===== src/rtl/core/hpes_pkg.sv =====
// Shared constants, state encodings and control types of the heightmap proxy error block.
package hpes_pkg;

  localparam int unsigned STRIDE_BITS = 9;
  localparam int unsigned OFS_BITS    = 8;
  localparam int unsigned WGT_BITS    = 10;
  localparam int unsigned SUM_BITS    = 64;
  localparam int unsigned CNT_BITS    = 32;
  localparam int unsigned NUM_EXTRA   = 12;
  localparam int unsigned MAX_STRIDE  = 256;

  typedef enum logic [2:0] {
    TOP_IDLE,
    TOP_MAC,
    TOP_DIV,
    TOP_DIFF,
    TOP_STAT,
    TOP_OUT
  } hpes_top_e;

  typedef enum logic [1:0] {
    MAC_IDLE,
    MAC_RUN,
    MAC_DONE
  } hpes_mac_e;

  typedef enum logic [2:0] {
    DIV_IDLE,
    DIV_ABS,
    DIV_INIT,
    DIV_ITER,
    DIV_FIX,
    DIV_SAT,
    DIV_DONE
  } hpes_div_e;

  typedef enum logic [2:0] {
    ST_IDLE,
    ST_ABS,
    ST_SQR,
    ST_ACC,
    ST_DONE
  } hpes_st_e;

  typedef struct packed {
    logic start;
    logic restart;
  } hpes_stat_req_t;

endpackage


===== src/rtl/core/hpes_mac.sv =====
// Bit-serial weighted sum of the cell corners, one weight bit per cycle, MSB first.
module hpes_mac import hpes_pkg::*; #(
  parameter int unsigned HEIGHT_BITS = 24
) (
  input  logic                                      clk_i,
  input  logic                                      rst_ni,
  input  logic                                      start_i,
  input  logic signed [HEIGHT_BITS-1:0]             a_i,
  input  logic signed [HEIGHT_BITS:0]               d1_i,
  input  logic signed [HEIGHT_BITS:0]               d2_i,
  input  logic        [STRIDE_BITS-1:0]             stride_i,
  input  logic signed [WGT_BITS-1:0]                w1_i,
  input  logic signed [WGT_BITS-1:0]                w2_i,
  output logic signed [HEIGHT_BITS+NUM_EXTRA-1:0]   num_o,
  output logic                                      done_o
);

  localparam int unsigned NW = HEIGHT_BITS + NUM_EXTRA;
  localparam int unsigned CW = $clog2(WGT_BITS);
  localparam logic [CW-1:0] LAST = CW'(WGT_BITS - 1);

  hpes_mac_e             state_q, state_d;
  logic [CW-1:0]         cnt_q;
  logic [HEIGHT_BITS-1:0] a_q;
  logic [HEIGHT_BITS:0]  d1_q, d2_q;
  logic [WGT_BITS-1:0]   sb_q, b1_q, b2_q;
  logic [NW-1:0]         acc_q, acc_d;
  logic [NW-1:0]         ta, t1, t2, inv, base;
  logic                  first;

  always_comb begin
    first = (cnt_q == '0);
    inv   = {NW{first}};
    base  = first ? '0 : (acc_q << 1);
    ta    = sb_q[WGT_BITS-1] ? {{(NW-HEIGHT_BITS){a_q[HEIGHT_BITS-1]}}, a_q} : '0;
    t1    = b1_q[WGT_BITS-1] ? {{(NW-HEIGHT_BITS-1){d1_q[HEIGHT_BITS]}}, d1_q} : '0;
    t2    = b2_q[WGT_BITS-1] ? {{(NW-HEIGHT_BITS-1){d2_q[HEIGHT_BITS]}}, d2_q} : '0;
    acc_d = base + ta + (t1 ^ inv) + (t2 ^ inv) + (first ? NW'(2) : '0);
  end

  always_comb begin
    state_d = state_q;
    case (state_q)
      MAC_IDLE: begin
        if (start_i) state_d = MAC_RUN;
      end
      MAC_RUN: begin
        if (cnt_q == LAST) state_d = MAC_DONE;
      end
      MAC_DONE: state_d = MAC_IDLE;
      default:  state_d = MAC_IDLE;
    endcase
  end

  always_comb begin
    done_o = (state_q == MAC_DONE);
    num_o  = acc_q;
  end

  always_ff @(posedge clk_i or negedge rst_ni) begin
    if (!rst_ni) begin
      state_q <= MAC_IDLE;
      cnt_q   <= '0;
    end else begin
      state_q <= state_d;
      if (state_q == MAC_IDLE) begin
        cnt_q <= '0;
      end else if (state_q == MAC_RUN) begin
        cnt_q <= cnt_q + CW'(1);
      end
    end
  end

  always_ff @(posedge clk_i) begin
    case (state_q)
      MAC_IDLE: begin
        if (start_i) begin
          a_q  <= a_i;
          d1_q <= d1_i;
          d2_q <= d2_i;
          sb_q <= {1'b0, stride_i};
          b1_q <= w1_i;
          b2_q <= w2_i;
        end
      end
      MAC_RUN: begin
        acc_q <= acc_d;
        sb_q  <= sb_q << 1;
        b1_q  <= b1_q << 1;
        b2_q  <= b2_q << 1;
      end
      default: begin
      end
    endcase
  end

endmodule


===== src/rtl/core/hpes_div.sv =====
// Radix-4 restoring divider by the stride with floor rounding and height saturation.
module hpes_div import hpes_pkg::*; #(
  parameter int unsigned HEIGHT_BITS = 24
) (
  input  logic                                    clk_i,
  input  logic                                    rst_ni,
  input  logic                                    start_i,
  input  logic signed [HEIGHT_BITS+NUM_EXTRA-1:0] num_i,
  input  logic        [STRIDE_BITS-1:0]           stride_i,
  output logic signed [HEIGHT_BITS-1:0]           proxy_o,
  output logic                                    done_o
);

  localparam int unsigned NW    = HEIGHT_BITS + NUM_EXTRA;
  localparam int unsigned HE    = HEIGHT_BITS + (HEIGHT_BITS % 2);
  localparam int unsigned ITERS = HE / 2;
  localparam int unsigned CW    = $clog2(ITERS);
  localparam int unsigned RW    = STRIDE_BITS + 2;
  localparam logic [CW-1:0] LAST = CW'(ITERS - 1);
  localparam logic [HE:0]   QLIM = {{HE{1'b0}}, 1'b1} << (HEIGHT_BITS - 1);
  localparam logic [HEIGHT_BITS-1:0] HMAX = {1'b0, {(HEIGHT_BITS-1){1'b1}}};
  localparam logic [HEIGHT_BITS-1:0] HMIN = {1'b1, {(HEIGHT_BITS-1){1'b0}}};

  hpes_div_e              state_q, state_d;
  logic [CW-1:0]          cnt_q;
  logic [NW-1:0]          num_q, mag_q, mag_d;
  logic                   neg_q, ovf_q, ovf_d;
  logic [STRIDE_BITS-1:0] rem_q, rem_d;
  logic [HE-1:0]          quo_q;
  logic [HE:0]            qf_q, qf_d;
  logic [HEIGHT_BITS-1:0] proxy_q, proxy_d;
  logic [RW-1:0]          t, s1, s2, s3, r_sel;
  logic [1:0]             digit;

  always_comb begin
    mag_d = num_q[NW-1] ? (~num_q + NW'(1)) : num_q;
    ovf_d = mag_q[NW-1:HEIGHT_BITS] >= {{(NUM_EXTRA-STRIDE_BITS){1'b0}}, stride_i};

    t  = {rem_q, quo_q[HE-1 -: 2]};
    s1 = {2'b00, stride_i};
    s2 = {1'b0, stride_i, 1'b0};
    s3 = s1 + s2;
    if (t >= s3) begin
      digit = 2'd3;
      r_sel = s3;
    end else if (t >= s2) begin
      digit = 2'd2;
      r_sel = s2;
    end else if (t >= s1) begin
      digit = 2'd1;
      r_sel = s1;
    end else begin
      digit = 2'd0;
      r_sel = '0;
    end
    rem_d = STRIDE_BITS'(t - r_sel);

    qf_d = {1'b0, quo_q} + (HE+1)'(neg_q && (rem_q != '0));

    if (!neg_q) begin
      proxy_d = (ovf_q || (qf_q >= QLIM)) ? HMAX : qf_q[HEIGHT_BITS-1:0];
    end else begin
      proxy_d = (ovf_q || (qf_q > QLIM)) ? HMIN : (~qf_q[HEIGHT_BITS-1:0] + HEIGHT_BITS'(1));
    end
  end

  always_comb begin
    state_d = state_q;
    case (state_q)
      DIV_IDLE: begin
        if (start_i) state_d = DIV_ABS;
      end
      DIV_ABS:  state_d = DIV_INIT;
      DIV_INIT: state_d = DIV_ITER;
      DIV_ITER: begin
        if (cnt_q == LAST) state_d = DIV_FIX;
      end
      DIV_FIX:  state_d = DIV_SAT;
      DIV_SAT:  state_d = DIV_DONE;
      DIV_DONE: state_d = DIV_IDLE;
      default:  state_d = DIV_IDLE;
    endcase
  end

  always_comb begin
    done_o  = (state_q == DIV_DONE);
    proxy_o = proxy_q;
  end

  always_ff @(posedge clk_i or negedge rst_ni) begin
    if (!rst_ni) begin
      state_q <= DIV_IDLE;
      cnt_q   <= '0;
    end else begin
      state_q <= state_d;
      if (state_q == DIV_ITER) begin
        cnt_q <= cnt_q + CW'(1);
      end else begin
        cnt_q <= '0;
      end
    end
  end

  always_ff @(posedge clk_i) begin
    case (state_q)
      DIV_IDLE: begin
        if (start_i) num_q <= num_i;
      end
      DIV_ABS: begin
        mag_q <= mag_d;
        neg_q <= num_q[NW-1];
      end
      DIV_INIT: begin
        ovf_q <= ovf_d;
        rem_q <= mag_q[HE +: STRIDE_BITS];
        quo_q <= mag_q[HE-1:0];
      end
      DIV_ITER: begin
        rem_q <= rem_d;
        quo_q <= {quo_q[HE-3:0], digit};
      end
      DIV_FIX:  qf_q    <= qf_d;
      DIV_SAT:  proxy_q <= proxy_d;
      default: begin
      end
    endcase
  end

endmodule


===== src/rtl/core/hpes_stats.sv =====
// Absolute error, its square and the running error statistics.
module hpes_stats import hpes_pkg::*; #(
  parameter int unsigned HEIGHT_BITS = 24
) (
  input  logic                          clk_i,
  input  logic                          rst_ni,
  input  hpes_stat_req_t                req_i,
  input  logic signed [HEIGHT_BITS:0]   diff_i,
  output logic [HEIGHT_BITS-1:0]        err_o,
  output logic [HEIGHT_BITS-1:0]        peak_o,
  output logic [SUM_BITS-1:0]           total_o,
  output logic [CNT_BITS-1:0]           count_o,
  output logic                          done_o
);

  hpes_st_e                 state_q, state_d;
  logic [HEIGHT_BITS:0]     diff_q, mag;
  logic                     restart_q;
  logic [HEIGHT_BITS-1:0]   err_q;
  logic [2*HEIGHT_BITS-1:0] prod;
  logic [SUM_BITS-1:0]      sq_q;
  logic [SUM_BITS-1:0]      tot_q, tot_d, base_tot;
  logic [SUM_BITS:0]        sum;
  logic [HEIGHT_BITS-1:0]   peak_q, peak_d, base_peak;
  logic [CNT_BITS-1:0]      cnt_q, cnt_d, base_cnt;

  always_comb begin
    mag       = diff_q[HEIGHT_BITS] ? (~diff_q + (HEIGHT_BITS+1)'(1)) : diff_q;
    prod      = {{HEIGHT_BITS{1'b0}}, err_q} * {{HEIGHT_BITS{1'b0}}, err_q};
    base_tot  = restart_q ? '0 : tot_q;
    base_peak = restart_q ? '0 : peak_q;
    base_cnt  = restart_q ? '0 : cnt_q;
    sum       = {1'b0, base_tot} + {1'b0, sq_q};
    tot_d     = sum[SUM_BITS] ? '1 : sum[SUM_BITS-1:0];
    peak_d    = (err_q > base_peak) ? err_q : base_peak;
    cnt_d     = (&base_cnt) ? base_cnt : base_cnt + CNT_BITS'(1);
  end

  always_comb begin
    state_d = state_q;
    case (state_q)
      ST_IDLE: begin
        if (req_i.start) state_d = ST_ABS;
      end
      ST_ABS:  state_d = ST_SQR;
      ST_SQR:  state_d = ST_ACC;
      ST_ACC:  state_d = ST_DONE;
      ST_DONE: state_d = ST_IDLE;
      default: state_d = ST_IDLE;
    endcase
  end

  always_comb begin
    done_o  = (state_q == ST_DONE);
    err_o   = err_q;
    peak_o  = peak_q;
    total_o = tot_q;
    count_o = cnt_q;
  end

  always_ff @(posedge clk_i or negedge rst_ni) begin
    if (!rst_ni) begin
      state_q <= ST_IDLE;
      tot_q   <= '0;
      peak_q  <= '0;
      cnt_q   <= '0;
    end else begin
      state_q <= state_d;
      if (state_q == ST_ACC) begin
        tot_q  <= tot_d;
        peak_q <= peak_d;
        cnt_q  <= cnt_d;
      end
    end
  end

  always_ff @(posedge clk_i) begin
    case (state_q)
      ST_IDLE: begin
        if (req_i.start) begin
          diff_q    <= diff_i;
          restart_q <= req_i.restart;
        end
      end
      ST_ABS:  err_q <= mag[HEIGHT_BITS-1:0];
      ST_SQR:  sq_q  <= SUM_BITS'(prod);
      default: begin
      end
    endcase
  end

endmodule


===== src/rtl/core/heightmap_proxy_error_stats.sv =====
// Top level of the heightmap proxy error block: sequencing, stride register and output word.
//
// Each input word is one fine terrain sample; the block interpolates its height over the lower
// or upper triangle of its coarse cell, floors the weighted sum divided by the stride, and
// returns the proxy height, the absolute error and the running peak error, squared-error sum
// and sample count. One word is in flight at a time; from its acceptance until its result is
// loaded, a bit-serial multiply-accumulate walks the ten weight bits, then a radix-4 divider
// produces two quotient bits per cycle. The output register frees the input side as soon as a
// result is loaded, so the next word proceeds while the previous result waits to be taken.
// Write cell_stride only while the block is idle; zero reads as one and values above MAX_STRIDE
// are clamped.
module heightmap_proxy_error_stats import hpes_pkg::*; #(
  parameter int unsigned HEIGHT_BITS = 24
) (
  input  logic                          clk_i,
  input  logic                          rst_ni,
  input  logic                          cfg_valid_i,
  output logic                          cfg_ready_o,
  input  logic [STRIDE_BITS-1:0]        cfg_cell_stride_i,
  input  logic                          in_valid_i,
  output logic                          in_stall_o,
  input  logic signed [HEIGHT_BITS-1:0] true_height_i,
  input  logic signed [HEIGHT_BITS-1:0] corner_00_i,
  input  logic signed [HEIGHT_BITS-1:0] corner_10_i,
  input  logic signed [HEIGHT_BITS-1:0] corner_01_i,
  input  logic signed [HEIGHT_BITS-1:0] corner_11_i,
  input  logic [OFS_BITS-1:0]           offset_x_i,
  input  logic [OFS_BITS-1:0]           offset_z_i,
  input  logic                          restart_i,
  output logic                          out_valid_o,
  input  logic                          out_stall_i,
  output logic signed [HEIGHT_BITS-1:0] proxy_value_o,
  output logic [HEIGHT_BITS-1:0]        abs_error_o,
  output logic                          upper_triangle_o,
  output logic [HEIGHT_BITS-1:0]        max_error_o,
  output logic [SUM_BITS-1:0]           squared_sum_o,
  output logic [CNT_BITS-1:0]           sample_count_o
);

  localparam int unsigned NW = HEIGHT_BITS + NUM_EXTRA;

  hpes_top_e              state_q, state_d;
  logic [STRIDE_BITS-1:0] stride_q, stride_d;
  logic                   in_acc, cfg_acc, out_load;
  logic                   mac_done, div_done, st_done;
  hpes_stat_req_t         st_req;

  logic [HEIGHT_BITS-1:0] th_q;
  logic                   upper_q, restart_q;
  logic [HEIGHT_BITS:0]   diff_q;

  logic [HEIGHT_BITS:0]   c00x, c10x, c01x, c11x;
  logic                   upper_d;
  logic signed [HEIGHT_BITS-1:0] op_a;
  logic signed [HEIGHT_BITS:0]   op_d1, op_d2;
  logic signed [WGT_BITS-1:0]    op_w1, op_w2;
  logic signed [NW-1:0]          num;
  logic signed [HEIGHT_BITS-1:0] proxy;

  logic [HEIGHT_BITS-1:0] err, peak;
  logic [SUM_BITS-1:0]    total;
  logic [CNT_BITS-1:0]    count;

  logic                   out_valid_q;
  logic [HEIGHT_BITS-1:0] out_proxy_q, out_err_q, out_peak_q;
  logic                   out_upper_q;
  logic [SUM_BITS-1:0]    out_total_q;
  logic [CNT_BITS-1:0]    out_count_q;

  always_comb begin
    if (cfg_cell_stride_i == '0) begin
      stride_d = STRIDE_BITS'(1);
    end else if (32'(cfg_cell_stride_i) > MAX_STRIDE) begin
      stride_d = STRIDE_BITS'(MAX_STRIDE);
    end else begin
      stride_d = cfg_cell_stride_i;
    end
  end

  always_comb begin
    c00x    = {corner_00_i[HEIGHT_BITS-1], corner_00_i};
    c10x    = {corner_10_i[HEIGHT_BITS-1], corner_10_i};
    c01x    = {corner_01_i[HEIGHT_BITS-1], corner_01_i};
    c11x    = {corner_11_i[HEIGHT_BITS-1], corner_11_i};
    upper_d = ({2'b00, offset_x_i} + {2'b00, offset_z_i}) > {1'b0, stride_q};
    if (upper_d) begin
      op_a  = corner_11_i;
      op_d1 = c10x - c11x;
      op_d2 = c01x - c11x;
      op_w1 = {1'b0, stride_q} - {2'b00, offset_z_i};
      op_w2 = {1'b0, stride_q} - {2'b00, offset_x_i};
    end else begin
      op_a  = corner_00_i;
      op_d1 = c10x - c00x;
      op_d2 = c01x - c00x;
      op_w1 = {2'b00, offset_x_i};
      op_w2 = {2'b00, offset_z_i};
    end
  end

  always_comb begin
    state_d = state_q;
    case (state_q)
      TOP_IDLE: begin
        if (in_acc) state_d = TOP_MAC;
      end
      TOP_MAC: begin
        if (mac_done) state_d = TOP_DIV;
      end
      TOP_DIV: begin
        if (div_done) state_d = TOP_DIFF;
      end
      TOP_DIFF: state_d = TOP_STAT;
      TOP_STAT: begin
        if (st_done) state_d = TOP_OUT;
      end
      TOP_OUT: begin
        if (out_load) state_d = TOP_IDLE;
      end
      default: state_d = TOP_IDLE;
    endcase
  end

  always_comb begin
    in_stall_o     = (state_q != TOP_IDLE);
    cfg_ready_o    = (state_q == TOP_IDLE);
    in_acc         = in_valid_i && (state_q == TOP_IDLE);
    cfg_acc        = cfg_valid_i && (state_q == TOP_IDLE);
    st_req.start   = (state_q == TOP_DIFF);
    st_req.restart = restart_q;
    out_load       = (state_q == TOP_OUT) && (!out_valid_q || !out_stall_i);
  end

  hpes_mac #(
    .HEIGHT_BITS(HEIGHT_BITS)
  ) u_mac (
    .clk_i   (clk_i),
    .rst_ni  (rst_ni),
    .start_i (in_acc),
    .a_i     (op_a),
    .d1_i    (op_d1),
    .d2_i    (op_d2),
    .stride_i(stride_q),
    .w1_i    (op_w1),
    .w2_i    (op_w2),
    .num_o   (num),
    .done_o  (mac_done)
  );

  hpes_div #(
    .HEIGHT_BITS(HEIGHT_BITS)
  ) u_div (
    .clk_i   (clk_i),
    .rst_ni  (rst_ni),
    .start_i (mac_done),
    .num_i   (num),
    .stride_i(stride_q),
    .proxy_o (proxy),
    .done_o  (div_done)
  );

  hpes_stats #(
    .HEIGHT_BITS(HEIGHT_BITS)
  ) u_stats (
    .clk_i  (clk_i),
    .rst_ni (rst_ni),
    .req_i  (st_req),
    .diff_i (diff_q),
    .err_o  (err),
    .peak_o (peak),
    .total_o(total),
    .count_o(count),
    .done_o (st_done)
  );

  always_ff @(posedge clk_i or negedge rst_ni) begin
    if (!rst_ni) begin
      state_q     <= TOP_IDLE;
      stride_q    <= STRIDE_BITS'(1);
      out_valid_q <= 1'b0;
    end else begin
      state_q <= state_d;
      if (cfg_acc) stride_q <= stride_d;
      if (out_load) begin
        out_valid_q <= 1'b1;
      end else if (!out_stall_i) begin
        out_valid_q <= 1'b0;
      end
    end
  end

  always_ff @(posedge clk_i) begin
    if (in_acc) begin
      th_q      <= true_height_i;
      upper_q   <= upper_d;
      restart_q <= restart_i;
    end
    if (div_done) begin
      diff_q <= {th_q[HEIGHT_BITS-1], th_q} - {proxy[HEIGHT_BITS-1], proxy};
    end
    if (out_load) begin
      out_proxy_q <= proxy;
      out_err_q   <= err;
      out_upper_q <= upper_q;
      out_peak_q  <= peak;
      out_total_q <= total;
      out_count_q <= count;
    end
  end

  assign out_valid_o      = out_valid_q;
  assign proxy_value_o    = out_proxy_q;
  assign abs_error_o      = out_err_q;
  assign upper_triangle_o = out_upper_q;
  assign max_error_o      = out_peak_q;
  assign squared_sum_o    = out_total_q;
  assign sample_count_o   = out_count_q;

endmodule


===== config.mk =====
export PLATFORM = sky130hd
export DESIGN_NAME = heightmap_proxy_error_stats
export DESIGN_NICKNAME = d
export VERILOG_FILES = /design/src/rtl/core/hpes_pkg.sv /design/src/rtl/core/hpes_mac.sv /design/src/rtl/core/hpes_div.sv /design/src/rtl/core/hpes_stats.sv /design/src/rtl/core/heightmap_proxy_error_stats.sv
export SDC_FILE = /design/constraint.sdc
export NUM_CORES = 2
export LEC_CHECK = 0
export BUFFER_PORTS_ARGS = -buffer_cell sky130_fd_sc_hd__buf_2
export CELL_PAD_IN_SITES_DETAIL_PLACEMENT = 1
export CELL_PAD_IN_SITES_GLOBAL_PLACEMENT = 2
export CORE_MARGIN = 8
export CORE_UTILIZATION = 30
export DETAILED_ROUTE_END_ITERATION = 7
export GPL_ROUTABILITY_DRIVEN = 0
export PLACE_DENSITY_LB_ADDON = 0.08
export SETUP_SLACK_MARGIN = 0.2
export SYNTH_ARGS = -nofsm -noshare
export SYNTH_HDL_FRONTEND = slang
export SYNTH_HIERARCHICAL = 1
export SYNTH_SLANG_ARGS = --single-unit

===== constraint.sdc =====
create_clock -name clk_i -period 9.2 [get_ports clk_i]
set_input_delay 0.46 -clock clk_i [delete_from_list [all_inputs] [get_ports clk_i]]
set_output_delay 0.46 -clock clk_i [all_outputs]
set_load 0.01 [all_outputs]

-- Word-level counts from Yosys, hierarchy flattened
Index checks and enable logic that the tools add are counted.
- word-level logic and storage cells: 191
- flip-flop bits (word level): 763
- equal/unequal tests: 30
- add/subtract/negate cells: 22
- reduce and logical (&&, ||, !) cells: 27
- $lt $le $gt $ge: 9
- muxes and demuxes: 56
- multipliers: 1
- bitwise operators: 5
- operator list (operator ; number):
    24-bit 2-to-1 mux ; 7
    36-bit adder ; 4
    36-bit 2-to-1 mux ; 4
    64-bit 2-to-1 mux ; 2
    24-bit by 24-bit subtractor with 25-bit output ; 5
    36-bit bitwise XOR ; 2
    64-bit by 48-bit adder with 65-bit output ; 1
    32-bit 2-to-1 mux ; 2
    10-bit one-hot mux with 2 select lines ; 3
    10-bit 2-to-1 mux ; 5
    25-bit 2-to-1 mux ; 2
    24-bit by 1-bit adder with 24-bit output (second input constant) ; 2
    24-bit by 24-bit multiplier with 48-bit output ; 1
    24-bit inverter ; 2
    24-bit one-hot mux with 2 select lines ; 1
    9-bit 2-to-1 mux ; 5
    36-bit by 1-bit adder with 36-bit output (second input constant) ; 1
    36-bit inverter ; 1
    3-bit one-hot mux with 6 select lines ; 2
    35-bit 2-to-1 mux ; 1
    32-bit by 1-bit adder with 32-bit output (second input constant) ; 1
    32-bit AND reduction ; 1
    24-bit by 1-bit adder with 25-bit output ; 1
    25-bit by 24-bit >= comparator with 1-bit output (second input constant) ; 1
    40 further kinds ; 93

-- Logic depth before layout (Yosys ltp)
- depth in word-level cells: 6
- gate-level depth with buffers: 38

-- Cells and area by module
Netlist, hierarchy kept.
- modules (own cells, without submodules) (module ; cells an instance ; times used ; seq. area each (um^2) ; area an instance (um^2)):
    hpes_stats ; 2964 ; 1 ; 5990.7 ; 28279.6
    heightmap_proxy_error_stats ; 1114 ; 1 ; 6932.9 ; 12907.4
    hpes_mac ; 808 ; 1 ; 4354.2 ; 9337.7
    hpes_div ; 751 ; 1 ; 4859.7 ; 8933.6

-- Worst setup path after synthesis
OpenSTA, ideal clock, no wires.
- path kind: register -> register
- from: register, netlist name state_q[0]
- to: register out_err_q[0] (netlist: abs_error_o[0]), enable pin
- setup slack: -356 ps
- period minus slack after synthesis: 9556 ps
- stages on the path, launching flop included: 4
- path buffers: 1
- arrival: 8802 ps
- path through: dfrtp_1 clkbuf_1 nand3b_1 a21oi_1
- RTL lines (item ; RTL line ; RTL):
    end signal: assignment ; heightmap_proxy_error_stats.sv:203 ; out_err_q <= err;
    end: declaration ; heightmap_proxy_error_stats.sv:65 ; logic [HEIGHT_BITS-1:0] out_proxy_q, out_err_q, out_peak_q;

-- Final worst setup path
- from: register u_stats.err_q[6] (netlist: u_stats/err_o[6])
- to: register u_stats.sq_q[41] (data pin)
- word-level cells in the longest chain between the ends: 1
- ends and longest elaborated chain (item ; RTL line ; RTL):
    start: declaration ; hpes_stats.sv:19 ; logic [HEIGHT_BITS-1:0] err_q;
    start signal: assignment ; hpes_stats.sv:85 ; ST_ABS: err_q <= mag[HEIGHT_BITS-1:0];
    24-bit by 24-bit multiplier with 48-bit output ; hpes_stats.sv:29 ; prod = {{HEIGHT_BITS{1'b0}}, err_q} * {{HEIGHT_BITS{1'b0}}, err_q};
    net u_stats.prod[41] ; hpes_stats.sv:20 ; logic [2*HEIGHT_BITS-1:0] prod;
    end signal: assignment ; hpes_stats.sv:86 ; ST_SQR: sq_q <= SUM_BITS'(prod);
    end: declaration ; hpes_stats.sv:21 ; logic [SUM_BITS-1:0] sq_q;
The timed path passes the listed nets, and every way through them passes these cells.
A chain may end at the register's enable or synchronous reset.

==> qor.csv <==
metric;value;unit
outcome;complete, no violations;
Core Rows;163;
HPWL after detailed placement;153000;µm
Synth Warn #;6;
standard cell core area;197000;µm²
Die X-Extent;461;µm
register bit total from synthesis;762;
critical path startpoint category;register;
global routing met2 resource utilization;33.5;%
final worst path period share;87.8;%
I/O Buffers;322;
post-synthesis async set-or-reset flop share;19.6;%
actual transition at the worst max-transition pin;1.38;ns
post-route minimum period;8.07;ns
total count of max-transition violations in the final report;0;
total grt overflow;0;
Cells after DPL;8512;
Post-Syn Area per Cell;10.5;µm²
unrepaired setup endpoints after global routing;no;
Avg WL per Cell;21.9;µm
Setup crit start;u_stats/err_o[6];
flip-flop cell with the highest count after synthesis;edfxtp_1;
most repeated cell in the gate-level netlist after synthesis;inv_1;
share of layout cells above drive strength 1;12.1;%
library cell appearing most often on the critical path;fa_1;
final layout net count;7066;
final cell count without fillers;8731;
net count of the mapped netlist;6704;
data arrival time of the critical path;8.54;ns
synthesized instance count;5637;
final-report setup violation count;0;
vias per cell;4.74;
number of antenna violations at the first check in global routing;14;
clk root buf;clkbuf_16;
clk slew on worst S/H paths;0.06;ns
leading post-synthesis cells by instance count;inv_1, edfxtp_1, nand2_1;
Post-synth EDFFs;613;
initial core utilization;30.1;%
die area;213000;µm²
Crit Path Category;reg2reg;
count of cell types in the netlist;122;
critical path fanouts, max;12;
fraction of synthesized cell area taken by the top area cell type;31.0;%
number of gates given a new drive strength after cts;0;
netlist area before placement;59500;µm²
final total negative setup slack;0;ns
height of the chip;461;µm
vias in the first global route;46395;
WP data required;9.66;ns
portion of the post-synthesis area used by sequential elements;37.2;%
maximum clock frequency;124;MHz
Area contributors post-synth;edfxtp_1, fa_1, ha_1, dfrtp_1, inv_1;
post-CTS setup-driven buffer insertion count;0;
GR met3 Demand/Resource;2.31;%
Critical Path End Type;register;
Worst path max stage delay;0.87;ns
post-synth top area cell;edfxtp_1;
busiest layer in global routing;met2;
Clock H-tree levels;3;
TritonCTS clock tree;done;
worst hold path startpoint;out_stall_i;
residual DRC count;0;
Critical R2R Launch;u_stats/err_o[6];
pin count of the biggest net entering global routing;143;
total CTS buffers;97;
total routed wirelength;192000;µm
via count;41414;
met1 Use GR;21.3;%
count of hold buffers inserted by post-cts repair;28;
violation count after the first detailed-route iteration;1526;
I/O pin count;323;
growth of design area from synthesis to finish;14.3;%
deepest clock path buffer count;3;
Hold Path Class;in2reg;
library cell contributing the largest single delay on the critical path;edfxtp_1;
clock latency on the worst-skew pair;0.74;ns
Tot GR Track Use;17.8;%
first-pass GRT wire length;291000;µm
Pre-antenna DRT Iters;5;
number of maximum-capacitance constraint violations;0;
relative max-transition margin;7.35;%
CTS Sinks;762;
number of nets still failing antenna checks after routing;0;
number of hold violations in the final report;0;
Worst Skew;0.0264;ns
==> per-layer routing <==
| metal | vias to the layer above | wire (µm) |
|---|---|---|
| li1 | 19790 | - |
| met3 | 230 | 5510 |
| met5 | - | 79 |
| met1 | 20898 | 80200 |
| met2 | 484 | 100000 |
| met4 | 12 | 5610 |
==> worst paths after layout <==
kind / end / slack [ns] / cells after the start
setup / recovery: u_stats/sq_q[41] / 1.13 / 25
hold / removal: out_valid_o / 0.08 / 3
setup reg to reg: u_stats/sq_q[41] / 1.13 / 25
hold reg to reg: u_stats/diff_q[9] / 0.42 / 0
max in group asynchronous: u_div/cnt_q[0] / 7.65 / 3
min in group asynchronous: u_stats/total_o[7] / 0.29 / 2
==> state kept, by name (all words and copies together) (netlist names), 25 cells and up <==
| register | cells |
|---|---|
| u_mac/d1_q | 25 |
| u_div/qf_q | 25 |
| u_mac/d2_q | 25 |
| u_div/num_q | 36 |
| sample_count_o | 32 |
| u_stats/count_o | 32 |
| u_stats/sq_q | 47 |
| u_div/mag_q | 36 |
| diff_q | 25 |
| u_stats/diff_q | 25 |
| squared_sum_o | 64 |
| u_mac/num_o | 36 |
| u_stats/total_o | 64 |
==> critical path, delay by kind of cell (launching register included) <==
family	cells	cell delay [ns]
adders and majority gates	8	3.80
and+or+nand+nor	3	0.44
AOI/OAI and AO/OA	7	1.99
buffers and inverters	6	0.59
DFF	1	0.87
xor gates and xnor gates	1	0.08
==> metrics by stage <==
step	utilization, %	area, µm²	hold slack [ns]	worst slack, ns
2_1_floorplan	-	59500	0.164	1.31
3_5_place_dp	32.7	64500	0.406	0.827
4_1_cts	34.4	67900	0.000923	1.00
6_report	34.5	68000	0.0751	1.13
5_1_grt	34.4	67900	0.0378	0.649
3_3_place_gp	32.7	64500	0.403	0.987
==> logic make-up after synthesis <==
group                    synth area share [%]
AO/OA/AOI/OAI                            10.5
XOR/XNOR                                 5.94
AND/OR/NAND/NOR                          11.8
buffers and inverters                    6.66
flip-flops                               37.2
multiplexers                             2.05
adder cells (fa/ha/maj)                  25.8
==> cell type report <==
class	count	area [µm²]
Clock buffer	123	2610
Timing Repair Buffer	449	2670
Inverter	853	3200
Fill cell	22086	129000
Multi-Input combinational cell	3836	33400
Clock inverter	61	586
Antenna cell	7	17.5
Sequential cell	762	22100
Tap cell	2640	3300
==> layout by cell type, fill, tap and decap left out, types with 16 or more instances in the layout <==
cell | synthesis | routed
a31oi_1 | 41 | 41
nand4_1 | 48 | 48
o31ai_1 | 28 | 28
clkinv_2 | 0 | 19
and2_1 | 63 | 61
a21o_1 | 116 | 116
fa_1 | 490 | 490
or4_1 | 17 | 17
nand2b_1 | 66 | 66
buf_2 | 17 | 321
nor4_1 | 18 | 18
dlygate4sd3_1 | 0 | 28
o22a_1 | 47 | 47
clkbuf_1 | 154 | 21
a211oi_1 | 25 | 25
inv_1 | 844 | 843
a21oi_1 | 212 | 211
xor2_1 | 108 | 108
clkbuf_16 | 0 | 100
buf_4 | 4 | 97
o21ai_0 | 233 | 233
dfrtp_1 | 148 | 148
a21boi_0 | 18 | 18
nand3_1 | 84 | 84
edfxtp_1 | 613 | 613
mux2i_1 | 55 | 55
o21ai_1 | 16 | 16
and3_1 | 29 | 29
nor2_1 | 322 | 318
mux2_2 | 55 | 55
or3_1 | 23 | 23
clkinv_1 | 3 | 18
nand2_1 | 511 | 510
nor2b_1 | 101 | 100
nor3_1 | 81 | 80
o21a_1 | 24 | 24
ha_1 | 426 | 426
xnor2_1 | 295 | 295
or2_2 | 19 | 19
Power is left out: the tool's default activity adds up to more than one toggle a clock period on the data nets, which glitch-free logic cannot reach.
